**src/rtl/stt_pkg.sv**
```systemverilog
// ----------------------------------------------------------------------------
// stt_pkg
// Shared types, codes and the byte class table of the scene text tokenizer
// ----------------------------------------------------------------------------
package stt_pkg;

    localparam int unsigned ByteW = 8;
    localparam int unsigned LineW = 16;

    // lexer mode, one-hot
    typedef enum logic [3:0] {
        MODE_SKIP    = 4'b0001,
        MODE_COMMENT = 4'b0010,
        MODE_WORD    = 4'b0100,
        MODE_NUMBER  = 4'b1000
    } t_mode;

    typedef enum logic [2:0] {
        CLS_ERR = 3'd0,
        CLS_SPC = 3'd1,
        CLS_WRD = 3'd2,
        CLS_NUM = 3'd3,
        CLS_OTH = 3'd4
    } t_class;

    localparam logic [2:0] KIND_PUNCT  = 3'd0;
    localparam logic [2:0] KIND_WORD   = 3'd1;
    localparam logic [2:0] KIND_NUMBER = 3'd2;
    localparam logic [2:0] KIND_END    = 3'd3;
    localparam logic [2:0] KIND_ERROR  = 3'd4;

    localparam logic [1:0] ERR_NONE     = 2'd0;
    localparam logic [1:0] ERR_BAD_CHAR = 2'd1;
    localparam logic [1:0] ERR_TOO_LONG = 2'd2;

    localparam logic [ByteW-1:0] CH_LF      = 8'h0A;
    localparam logic [ByteW-1:0] CH_CR      = 8'h0D;
    localparam logic [ByteW-1:0] CH_LOWER   = 8'h20;
    localparam logic [ByteW-1:0] CH_COMMENT = 8'h3E;
    localparam logic [ByteW-1:0] CH_E       = 8'h65;
    localparam logic [ByteW-1:0] CH_DOT     = 8'h2E;
    localparam logic [ByteW-1:0] CH_MINUS   = 8'h2D;

    localparam logic [ByteW-1:0] MaxLenReset = 8'd80;
    localparam logic [LineW-1:0] LineMax     = 16'hFFFF;

    typedef struct packed {
        logic [ByteW-1:0] token_byte;
        logic [2:0]       token_kind;
        logic             last_of_token;
        logic [1:0]       error_code;
        logic [LineW-1:0] line_number;
    } t_result;

    function automatic t_class byte_class(input logic [ByteW-1:0] b);
        t_class c;
        if ((b >= 8'h09 && b <= 8'h0D) || b == 8'h20 || b == 8'h2C ||
            b == 8'h5B || b == 8'h5D || b == 8'h7B || b == 8'h7D) begin
            c = CLS_SPC;
        end else if (b == 8'h2D || b == 8'h2E || (b >= 8'h30 && b <= 8'h39)) begin
            c = CLS_NUM;
        end else if ((b >= 8'h41 && b <= 8'h5A) || b == 8'h5F ||
                     (b >= 8'h61 && b <= 8'h7A)) begin
            c = CLS_WRD;
        end else if (b >= 8'h21 && b <= 8'h7F) begin
            c = CLS_OTH;
        end else begin
            c = CLS_ERR;
        end
        return c;
    endfunction

endpackage

```
**src/rtl/scene_text_tokenizer.sv**
```systemverilog
// ----------------------------------------------------------------------------
// scene_text_tokenizer
// Streaming tokenizer: bytes in, classified token bytes with line numbers out
// ----------------------------------------------------------------------------
// output: results of an accepted request are registered in the result queue first
// throughput: one request per cycle while the queue has room; a request can yield
//   two results; the four-entry queue drains one result per cycle under i_ready
// reset: synchronous active low; clears lexer state, line counter to one and
//   the length limit to 80
module scene_text_tokenizer
    import stt_pkg::*;
(
    input  logic             i_clk,
    input  logic             i_rst_n,
    input  logic             i_valid,
    output logic             o_ready,
    input  logic [ByteW-1:0] i_in_byte,
    input  logic             i_end_of_input,
    input  logic             i_cfg_valid,
    output logic             o_cfg_ready,
    input  logic [ByteW-1:0] i_cfg_max_token_length,
    output logic             o_valid,
    input  logic             i_ready,
    output logic [ByteW-1:0] o_token_byte,
    output logic [2:0]       o_token_kind,
    output logic             o_last_of_token,
    output logic [1:0]       o_error_code,
    output logic [LineW-1:0] o_line_number
);

    logic [ByteW-1:0] r_max_len;
    t_mode            r_mode,   n_mode;
    logic [ByteW-1:0] r_held,   n_held;
    logic             r_hv,     n_hv;
    logic             r_dot,    n_dot;
    logic             r_exp,    n_exp;
    logic [ByteW-1:0] r_len,    n_len;
    logic [LineW-1:0] r_line,   n_line;
    logic             r_halted, n_halted;

    t_result    res [2];
    logic [1:0] cnt;
    logic [1:0] push_cnt;
    logic       accept;
    logic       room;
    t_result    out_res;
    t_class     cls;
    logic       take;
    logic       do_skip;
    logic       do_append;
    logic [ByteW-1:0] b;
    logic [2:0] tok_kind;

    assign accept      = i_valid && o_ready;
    assign o_ready     = room;
    assign o_cfg_ready = 1'b1;
    assign push_cnt    = accept ? cnt : 2'd0;

    always_comb begin
        n_mode    = r_mode;
        n_held    = r_held;
        n_hv      = r_hv;
        n_dot     = r_dot;
        n_exp     = r_exp;
        n_len     = r_len;
        n_line    = r_line;
        n_halted  = r_halted;
        res[0]    = '0;
        res[1]    = '0;
        cnt       = 2'd0;
        take      = 1'b0;
        do_skip   = 1'b0;
        do_append = 1'b0;
        b         = i_in_byte;
        cls       = byte_class(i_in_byte);
        tok_kind  = (r_mode == MODE_WORD) ? KIND_WORD : KIND_NUMBER;

        if (r_halted) begin
            cnt = 2'd0;
        end else if (i_end_of_input) begin
            if ((r_mode == MODE_WORD || r_mode == MODE_NUMBER) && r_hv) begin
                res[cnt[0]] = '{r_held, tok_kind, 1'b1, ERR_NONE, r_line};
                cnt = cnt + 2'd1;
            end
            if (r_mode == MODE_WORD || r_mode == MODE_NUMBER) begin
                n_hv = 1'b0;
            end
            n_mode = MODE_SKIP;
            res[cnt[0]] = '{8'd0, KIND_END, 1'b1, ERR_NONE, r_line};
            cnt = cnt + 2'd1;
        end else begin
            unique case (r_mode)
                MODE_COMMENT: begin
                    if (b == CH_LF || b == CH_CR) begin
                        n_mode  = MODE_SKIP;
                        do_skip = 1'b1;
                    end
                end
                MODE_WORD: begin
                    take = (cls == CLS_WRD) || (cls == CLS_NUM);
                end
                MODE_NUMBER: begin
                    if (b == CH_DOT) begin
                        take = !r_dot && !r_exp;
                        if (take) begin
                            n_dot = 1'b1;
                        end
                    end else if (b == CH_E) begin
                        take = !r_exp;
                        if (take) begin
                            n_exp = 1'b1;
                        end
                    end else if (b == CH_MINUS) begin
                        take = r_hv && ((r_held | CH_LOWER) == CH_E);
                    end else begin
                        take = (cls == CLS_NUM);
                    end
                end
                default: begin
                    do_skip = 1'b1;
                end
            endcase

            if (r_mode == MODE_WORD || r_mode == MODE_NUMBER) begin
                if (take) begin
                    do_append = 1'b1;
                end else begin
                    // token ends: release held byte, then treat byte as in skip mode
                    if (r_hv) begin
                        res[cnt[0]] = '{r_held, tok_kind, 1'b1, ERR_NONE, r_line};
                        cnt = cnt + 2'd1;
                    end
                    n_hv    = 1'b0;
                    n_mode  = MODE_SKIP;
                    do_skip = 1'b1;
                end
            end

            if (do_skip) begin
                if (cls == CLS_SPC) begin
                    if (b == CH_LF && r_line != LineMax) begin
                        n_line = r_line + 16'd1;
                    end
                end else if (b == CH_COMMENT) begin
                    n_mode = MODE_COMMENT;
                end else if (cls == CLS_OTH) begin
                    res[cnt[0]] = '{b, KIND_PUNCT, 1'b1, ERR_NONE, r_line};
                    cnt = cnt + 2'd1;
                end else if (cls == CLS_WRD || cls == CLS_NUM) begin
                    n_len     = '0;
                    n_hv      = 1'b0;
                    n_dot     = (b == CH_DOT);
                    n_exp     = 1'b0;
                    n_mode    = (cls == CLS_WRD) ? MODE_WORD : MODE_NUMBER;
                    do_append = 1'b1;
                end else begin
                    res[cnt[0]] = '{b, KIND_ERROR, 1'b1, ERR_BAD_CHAR, r_line};
                    cnt = cnt + 2'd1;
                    n_halted = 1'b1;
                    n_hv     = 1'b0;
                    n_mode   = MODE_SKIP;
                end
            end

            if (do_append) begin
                tok_kind = (n_mode == MODE_WORD) ? KIND_WORD : KIND_NUMBER;
                if (n_len >= r_max_len) begin
                    res[cnt[0]] = '{b, KIND_ERROR, 1'b1, ERR_TOO_LONG, r_line};
                    cnt = cnt + 2'd1;
                    n_halted = 1'b1;
                    n_hv     = 1'b0;
                    n_mode   = MODE_SKIP;
                end else begin
                    if (n_hv) begin
                        res[cnt[0]] = '{n_held, tok_kind, 1'b0, ERR_NONE, r_line};
                        cnt = cnt + 2'd1;
                    end
                    n_held = b;
                    n_hv   = 1'b1;
                    n_len  = n_len + 8'd1;
                end
            end
        end
    end

    always_ff @(posedge i_clk) begin
        if (!i_rst_n) begin
            r_max_len <= MaxLenReset;
            r_mode    <= MODE_SKIP;
            r_held    <= '0;
            r_hv      <= 1'b0;
            r_dot     <= 1'b0;
            r_exp     <= 1'b0;
            r_len     <= '0;
            r_line    <= 16'd1;
            r_halted  <= 1'b0;
        end else begin
            if (i_cfg_valid && o_cfg_ready) begin
                r_max_len <= i_cfg_max_token_length;
            end
            if (accept) begin
                r_mode   <= n_mode;
                r_held   <= n_held;
                r_hv     <= n_hv;
                r_dot    <= n_dot;
                r_exp    <= n_exp;
                r_len    <= n_len;
                r_line   <= n_line;
                r_halted <= n_halted;
            end
        end
    end

    stt_result_fifo u_fifo (
        .i_clk      (i_clk),
        .i_rst_n    (i_rst_n),
        .i_push_cnt (push_cnt),
        .i_res0     (res[0]),
        .i_res1     (res[1]),
        .o_room     (room),
        .o_valid    (o_valid),
        .i_ready    (i_ready),
        .o_res      (out_res)
    );

    assign o_token_byte    = out_res.token_byte;
    assign o_token_kind    = out_res.token_kind;
    assign o_last_of_token = out_res.last_of_token;
    assign o_error_code    = out_res.error_code;
    assign o_line_number   = out_res.line_number;

endmodule

```
**src/rtl/stt_result_fifo.sv**
```systemverilog
// ----------------------------------------------------------------------------
// stt_result_fifo
// Four-entry result queue, up to two writes and one read per cycle
// ----------------------------------------------------------------------------
module stt_result_fifo
    import stt_pkg::*;
(
    input  logic       i_clk,
    input  logic       i_rst_n,
    input  logic [1:0] i_push_cnt,
    input  t_result    i_res0,
    input  t_result    i_res1,
    output logic       o_room,
    output logic       o_valid,
    input  logic       i_ready,
    output t_result    o_res
);

    t_result    r_mem [4];
    logic [1:0] r_wr_ptr;
    logic [1:0] r_rd_ptr;
    logic [2:0] r_count;
    logic       pop;

    assign pop     = (r_count != 3'd0) && i_ready;
    assign o_valid = (r_count != 3'd0);
    assign o_room  = (r_count <= 3'd2);
    assign o_res   = r_mem[r_rd_ptr];

    always_ff @(posedge i_clk) begin
        if (i_push_cnt != 2'd0) begin
            r_mem[r_wr_ptr] <= i_res0;
        end
        if (i_push_cnt == 2'd2) begin
            r_mem[r_wr_ptr + 2'd1] <= i_res1;
        end
    end

    always_ff @(posedge i_clk) begin
        if (!i_rst_n) begin
            r_wr_ptr <= '0;
            r_rd_ptr <= '0;
            r_count  <= '0;
        end else begin
            r_wr_ptr <= r_wr_ptr + i_push_cnt;
            if (pop) begin
                r_rd_ptr <= r_rd_ptr + 2'd1;
            end
            r_count <= r_count + {1'b0, i_push_cnt} - {2'b00, pop};
        end
    end

endmodule
```
**config.mk**
```make
export PLATFORM = sky130hd
export DESIGN_NAME = scene_text_tokenizer
export DESIGN_NICKNAME = d
export VERILOG_FILES = /design/src/rtl/stt_pkg.sv /design/src/rtl/scene_text_tokenizer.sv /design/src/rtl/stt_result_fifo.sv
export SDC_FILE = /design/constraint.sdc
export NUM_CORES = 1
export LEC_CHECK = 0
export ABC_AREA = 1
export BUFFER_PORTS_ARGS = -buffer_cell sky130_fd_sc_hd__buf_4
export CAP_MARGIN = 20
export CORE_AREA = 2 2 140 142
export CTS_BUF_LIST = sky130_fd_sc_hd__clkbuf_8
export DETAILED_ROUTE_END_ITERATION = 16
export DIE_AREA = 0 0 142 144
export PLACE_DENSITY = 0.81
export SETUP_SLACK_MARGIN = 0.1
export SKIP_LAST_GASP = 1
export SYNTH_ARGS = -nofsm -noshare
export SYNTH_HDL_FRONTEND = slang
export SYNTH_SLANG_ARGS = --single-unit
```
**constraint.sdc**
```tcl
create_clock -name i_clk -period 9.35 [get_ports i_clk]
set_input_delay 0.4675 -clock i_clk [delete_from_list [all_inputs] [get_ports i_clk]]
set_output_delay 0.4675 -clock i_clk [all_outputs]
set_load 0.01 [all_outputs]
```
### Word level (Yosys, flattened, before mapping)

Memories as Yosys holds them, arrays and structs flattened. A register that Yosys moved wholly into a read port is not among the register bits.
Index checks and enable logic that the tools add are counted.

| storage, ports and cells | value |
|---|---|
| register bits | 55 |
| memory bits (writable) | 120 |
| input port bits | 22 |
| output and inout port bits | 33 |
| logic and storage cells | 255 |
| memories | 1 |

Memories:

| memory | words | width | rd ports | clocked after memory_dff | write ports | RTL line | RTL |
|---|---|---|---|---|---|---|---|
| u_fifo.r_mem | 4 | 30 | 1 | 1 | 2 | stt_result_fifo.sv:19 | `t_result r_mem [4];` |

| operators by class | value |
|---|---|
| add/sub/neg operators | 10 |
| magnitude comparators | 18 |
| equality and inequality tests | 25 |
| multiplexer cells | 146 |
| bitwise operators | 6 |
| reduce and logical (&&, ||, !) cells | 37 |

Operators with widths:

| operator | number |
|---|---|
| two-way mux 60 bit | 12 |
| two-way mux 30 bit | 11 |
| bitwise mux 60 bit | 5 |
| demux 30 bit (select 1 bit) | 3 |
| two-way mux 8 bit | 9 |
| two-way mux 1 bit | 64 |
| two-way mux 4 bit | 15 |
| == test 8 x 7 -> 1 bit (second input constant) | 6 |
| two-way mux 2 bit | 21 |
| == test 8 x 6 -> 1 bit (second input constant) | 5 |
| less-or-equal comparator 8 x 7 -> 1 bit (second input constant) | 3 |
| adder 16 x 1 -> 16 bit (second input constant) | 1 |
| == test 8 x 4 -> 1 bit (second input constant) | 2 |
| >= comparator 8 x 6 -> 1 bit (second input constant) | 2 |
| >= comparator 8 x 7 -> 1 bit (second input constant) | 2 |
| inequality test 16 bit (second input constant) | 1 |
| logical AND 1 bit | 14 |
| logical OR 1 bit | 13 |
| two-way mux 3 bit | 4 |
| adder 2 x 1 -> 2 bit (second input constant) | 5 |
| adder 8 x 1 -> 8 bit (second input constant) | 1 |
| == test 4 x 3 -> 1 bit (second input constant) | 2 |
| >= comparator 8 x 4 -> 1 bit (second input constant) | 1 |
| >= comparator 8 bit | 1 |
| 27 further kinds | 39 |

### Logic depth before layout (Yosys ltp)

| depth | value |
|---|---|
| depth after elaboration | 39 |
| gate-level depth with buffers | 33 |
| depth with buffers taken out | 31 |

### Hierarchy

A second synthesis with hierarchy kept.

| unflattened totals | value |
|---|---|
| cell total of the unflattened synthesis | 1343 |
| area total of the unflattened synthesis | 11100.6 µm² |

Modules (own cells, without submodules):

| module | instances | cells an instance | area an instance (µm²) | seq. area each (µm²) |
|---|---|---|---|---|
| stt_result_fifo | 1 | 653 | 6829.0 | 3783.6 |
| scene_text_tokenizer | 1 | 690 | 4271.6 | 960.9 |

### Worst setup path before layout

OpenSTA, ideal clock, no wires.

| timing | value |
|---|---|
| path type | input-to-reg |
| from | input port i_in_byte[3] |
| to | memory u_fifo.r_mem[2][0] (netlist bit) (enable) |
| setup time | 0.421 ns |
| arrival | 4.868 ns |
| required time | 8.929 ns |
| setup slack | 4.061 ns |
| stages | 30 |
| buffers on the path | 2 |
| cells stage by stage | buf_4 > nand2_1 > inv_1 > nand2_1 > nor2_1 > nor2_2 > nand2_2 > nand2_1 > nand2_2 > nand2_4 > nand3_1 > inv_1 > nand2_1 > nand2_1 > inv_1 > ha_1 > a21oi_1 > nor2_1 > a211oi_1 > nand3_1 > nand2_1 > clkinv_1 > nand3_1 > nand2_1 > nand2_1 > nand2_2 > buf_4 > nand2_1 > inv_1 > o21ai_1 |

RTL lines:

| item | RTL line | RTL |
|---|---|---|
| start: declaration | scene_text_tokenizer.sv:17 | `input logic [ByteW-1:0] i_in_byte,` |
| end: declaration | stt_result_fifo.sv:19 |  |

==> results.md <==
* Run status: completed
* Post-Syn Instances at 1,353
* Number of fill cells at between 1,500 and 2,000
* Origin of the worst min-delay path: i_cfg_max_token_length[6]
* Fraction of the cycle the final worst path needs at between 70% and 80%
* 1st-pass router iterations at 5
* Crit Path Class: primary input to flop
* Routed wire length at roughly 27 mm
* Cts bufs inserted at 17
* Per-cell via count in the routed design at slightly below 6
* CTS tree: built
* First-pass GRT wire length at between 40 and 50 mm
* Switching Share at approximately a third
* Power dissipated by switching net loads at ~0.00074 W
* Core outline area at 19,100 µm²
* F_max at 150 MHz
* Area used by multi-input combinational logic at about 4700 µm²
* Cell type with the largest total area after synthesis: edfxtp_1
* Top-count cell post-synth: nand2_1
* Share of flip-flops with an asynchronous set or reset after synthesis at 0%
* Startpoint kind of the worst setup timing path: primary input
* RSZ-0062 raised after global routing: false
* Final Hold Vio Count at 0
* Share of the synthesized netlist area taken by xor and xnor gates at less than 1%
* Layer with the highest usage after global routing: met2
* Final worst path period need at 6650 ps
* Final HPWL from detailed placement at ~19 mm
* Tot Pwr at approximately 0.0021 W
* Setup crit start: i_in_byte[6]
* Via count of the first global-routing pass at roughly 8,300
* Final GP Congestion at approximately 0.96
* Met2 track demand over resource in global routing at 42.6%
* Path type of the worst min-delay path: primary input to flop
* Number of enable-type register cells in the synthesized netlist at 120
* Met1 capacity usage during global routing at a little under two fifths
* FF/Latch Area at 4750 µm²
* Part of the power in combinational logic at between 20% and 30%
* CTS HTree Levels at 4
* Critical path required time at 9490 ps
* Number of design-rule violations left by the first detailed-router iteration at around 900
* Most area-consuming cells after synthesis: edfxtp_1 35%, nand2_1 12%, dfxtp_1 11%
* Worst setup skew after layout at around 17 ps
* Number of storage elements in the synthesis netlist at 177
* Top FF cell, synth: edfxtp_1
* Count of maximum capacitance violations at 0
* Starting density of the core at approximately 54%
* Source-to-sink clock delay at the later pin of the worst-skew pair at about 470 ps
* Maximum fanout count along the critical path at 50
* Clock share of power at between 20% and 30%
* Seq/Total Area, Yosys at a little under half
* Area overhead of the layout relative to synthesis at 8.56%
* Pin count of the biggest net entering global routing at between 60 and 70
* Static Leak at around 4.6 nW
* Post-synthesis simple-gate area fraction at between 20% and 30%
* Worst relative slew slack at a little under a third
* Average instance area after synthesis at approximately 7.6 µm²
* Netlist Area Pre-Place at 10,200 µm²
* Final layout net count at between 1,000 and 1,500
* Arrival time of data at the critical path endpoint at between 6000 and 7000 ps
* I/O pin count at between 50 and 60
* Met3 track utilization from global routing at around 4.7%
* Synth cell count leaders: 340 x nand2_1, 143 x nor2_1, 123 x inv_1
* Die width at approximately 140 µm
* Clock Sink Count at approximately 180
* Worst IR Drop VDD at between 0.0001 and 0.00015 V
* Multiplexer area fraction after synthesis at 0%
* Worst Tran Pin Value at 1040 ps
* Global Route Usage Sum at 27.0%
* Remaining number of nets flagged by the antenna check after routing at 0
* Final count of pins violating max slew at 0
* Global route overflow at 0
* Warning count from the yosys run at 0
* Antenna violations before repair at 0
* Antenna Diode Count at 0
* Register share of total power at a little under half
* Post-synth net total at between 1,000 and 1,500
* Pwr dens at around 190 nW/µm²
* Startpoint of the lowest-slack register-to-register path: r_mode[0]
* Cell Rows at 51
* Number of distinct library cells after synthesis at between 40 and 50
* Share of layout cells above drive strength 1 at ~9.0%
* Worst Setup End Kind: flop
* Clock-pin transition on the worst setup and hold timing paths at about 90 ps
* Post-cts resize count at 0
* Synth Area in Adders at under 10%
* Die ar. at 20,400 µm²
* DRC violation count after routing at 0
* Post-CTS setup buffer count at 0
* Final setup fails at 0
* Proportion of netlist area held by the largest area contributor at a little over a third
* Sum of negative setup slack at 0 ps
* Internal power summed over all cells at approximately 0.0014 W
* Compound-gate portion of the synthesized area at between 10% and 20%
* Largest family of logic cells by synthesized area: simple AND/OR/NAND/NOR gates
* Routed vias at roughly 9,300
* Avg WL per Cell at 16.8 µm
* Largest buffer count on any clock path at 2
* Root Driver: clkbuf_8
* Die height at 144 µm
* Number of port buffers at between 50 and 60
* Post-cts hold buffer count at 0
[sequential cells by signal (all words and copies together) (netlist names), named ones only]
| signal | count |
|---|---|
| r_halted | 1 |
| r_exp | 1 |
| r_dot | 1 |
| u_fifo.r_mem | 120 |
| u_fifo.r_wr_ptr | 2 |
| u_fifo.r_rd_ptr | 2 |
| r_held | 8 |
| r_mode | 4 |
| r_len | 8 |
| r_max_len | 8 |
| r_line | 16 |
| u_fifo.r_count | 3 |
| r_hv | 1 |
[area by class of cell]
cell class | count | area share, %
Clock buffer | 17 | 2.11
Clock inverter | 15 | 1.45
Inverter | 135 | 4.56
Multi-Input combinational cell | 973 | 42.1
Sequential cell | 177 | 42.7
Tap cell | 238 | 2.68
Timing Repair Buffer | 61 | 4.31
[path summary, 6_finish.rpt]
check	to	slack (ps)	cells past startpoint
max	u_fifo.r_mem[0][16]	2700	27
min	r_max_len[6]	210	3
max reg2reg	u_fifo.r_mem[0][16]	2870	18
min reg2reg	r_max_len[2]	470	2
[power groups by stage]
stage	clock [W]	combinational, W	sequential, W
floorplan	0	0.000385	0.000982
global placement	0	0.000597	0.000991
detailed placement	0	0.000609	0.000993
CTS	0.000540	0.000615	0.000975
global route	0.000569	0.000682	0.000983
finish	0.000537	0.000615	0.000976
[stage by stage]
step / std cells / hold slack, ps / area [µm²] / util, % / worst slack [ps]
final: 1616 / 208 / 11100 / 58.2 / 2700
after global routing: 1616 / 206 / 11100 / 58.2 / 2160
after CTS: 1615 / 198 / 11100 / 58.0 / 2950
after detailed placement: 1583 / 463 / 10700 / 56.0 / 2490
after global placement: 1583 / 449 / 10700 / 56.0 / 2720
after floorplan: 1353 / 436 / 10200 / - / 4060
[metal layers]
layer	wire length (µm)	part of all wire [%]	vias up
li1	-	-	4604
met1	11900	44	4254
met2	12500	46	410
met3	2300	8.4	50
met4	597	2.2	0
met5	0	0	-
[worst max-delay path: stages]
cell	delay [ps]
buf_4	120
nor2_1	190
nand2_1	120
nor2_1	400
nand3_1	230
nand3_1	120
nor2_1	80
inv_1	100
nand3_1	130
inv_1	160
nand2_1	240
nand2_1	190
inv_1	80
ha_1	310
a21oi_1	70
o21ai_0	150
nand2_1	70
nand3_1	220
nand2_1	110
clkinv_1	230
nand3_1	230
nand2_1	130
nand2_1	60
nand2_2	480
nand3_2	920
nand2_1	760
buf_4	400
[kinds of logic after synthesis]
logic type	count (synthesis)
adders and majority gates	20
xor gates and xnor gates	3
other	1
AOI/OAI and AO/OA	302
buffers and inverters	203
and+or+nand+nor	647
DFF	177
[layout by cell type, fill, tap and decap left out, types with 2 or more instances in the layout]
cell        count
o21ai_1        83
inv_1         124
clkbuf_8       17
o21ai_2         3
xor2_1          2
a211oi_1        2
inv_2           9
o211ai_1        2
clkinvlp_4      2
buf_4          60
nand3b_1        3
bufinv_16       2
nor2_2          4
clkinv_4        2
nand2_1       339
nor4_1          3
clkinv_1        6
o21ai_0       106
o22ai_1        34
dfxtp_1        56
ha_1           19
nand2_4         2
nand4_1        43
nand3_1        76
edfxtp_1      120
nand2_2         5
nand3_2         5
nor3b_1         2
a21oi_1        65
o21a_1          2
inv_6           3
nor3_1         18
nor2_1        143
No activity file was read; power rests on OpenSTA's default activity.
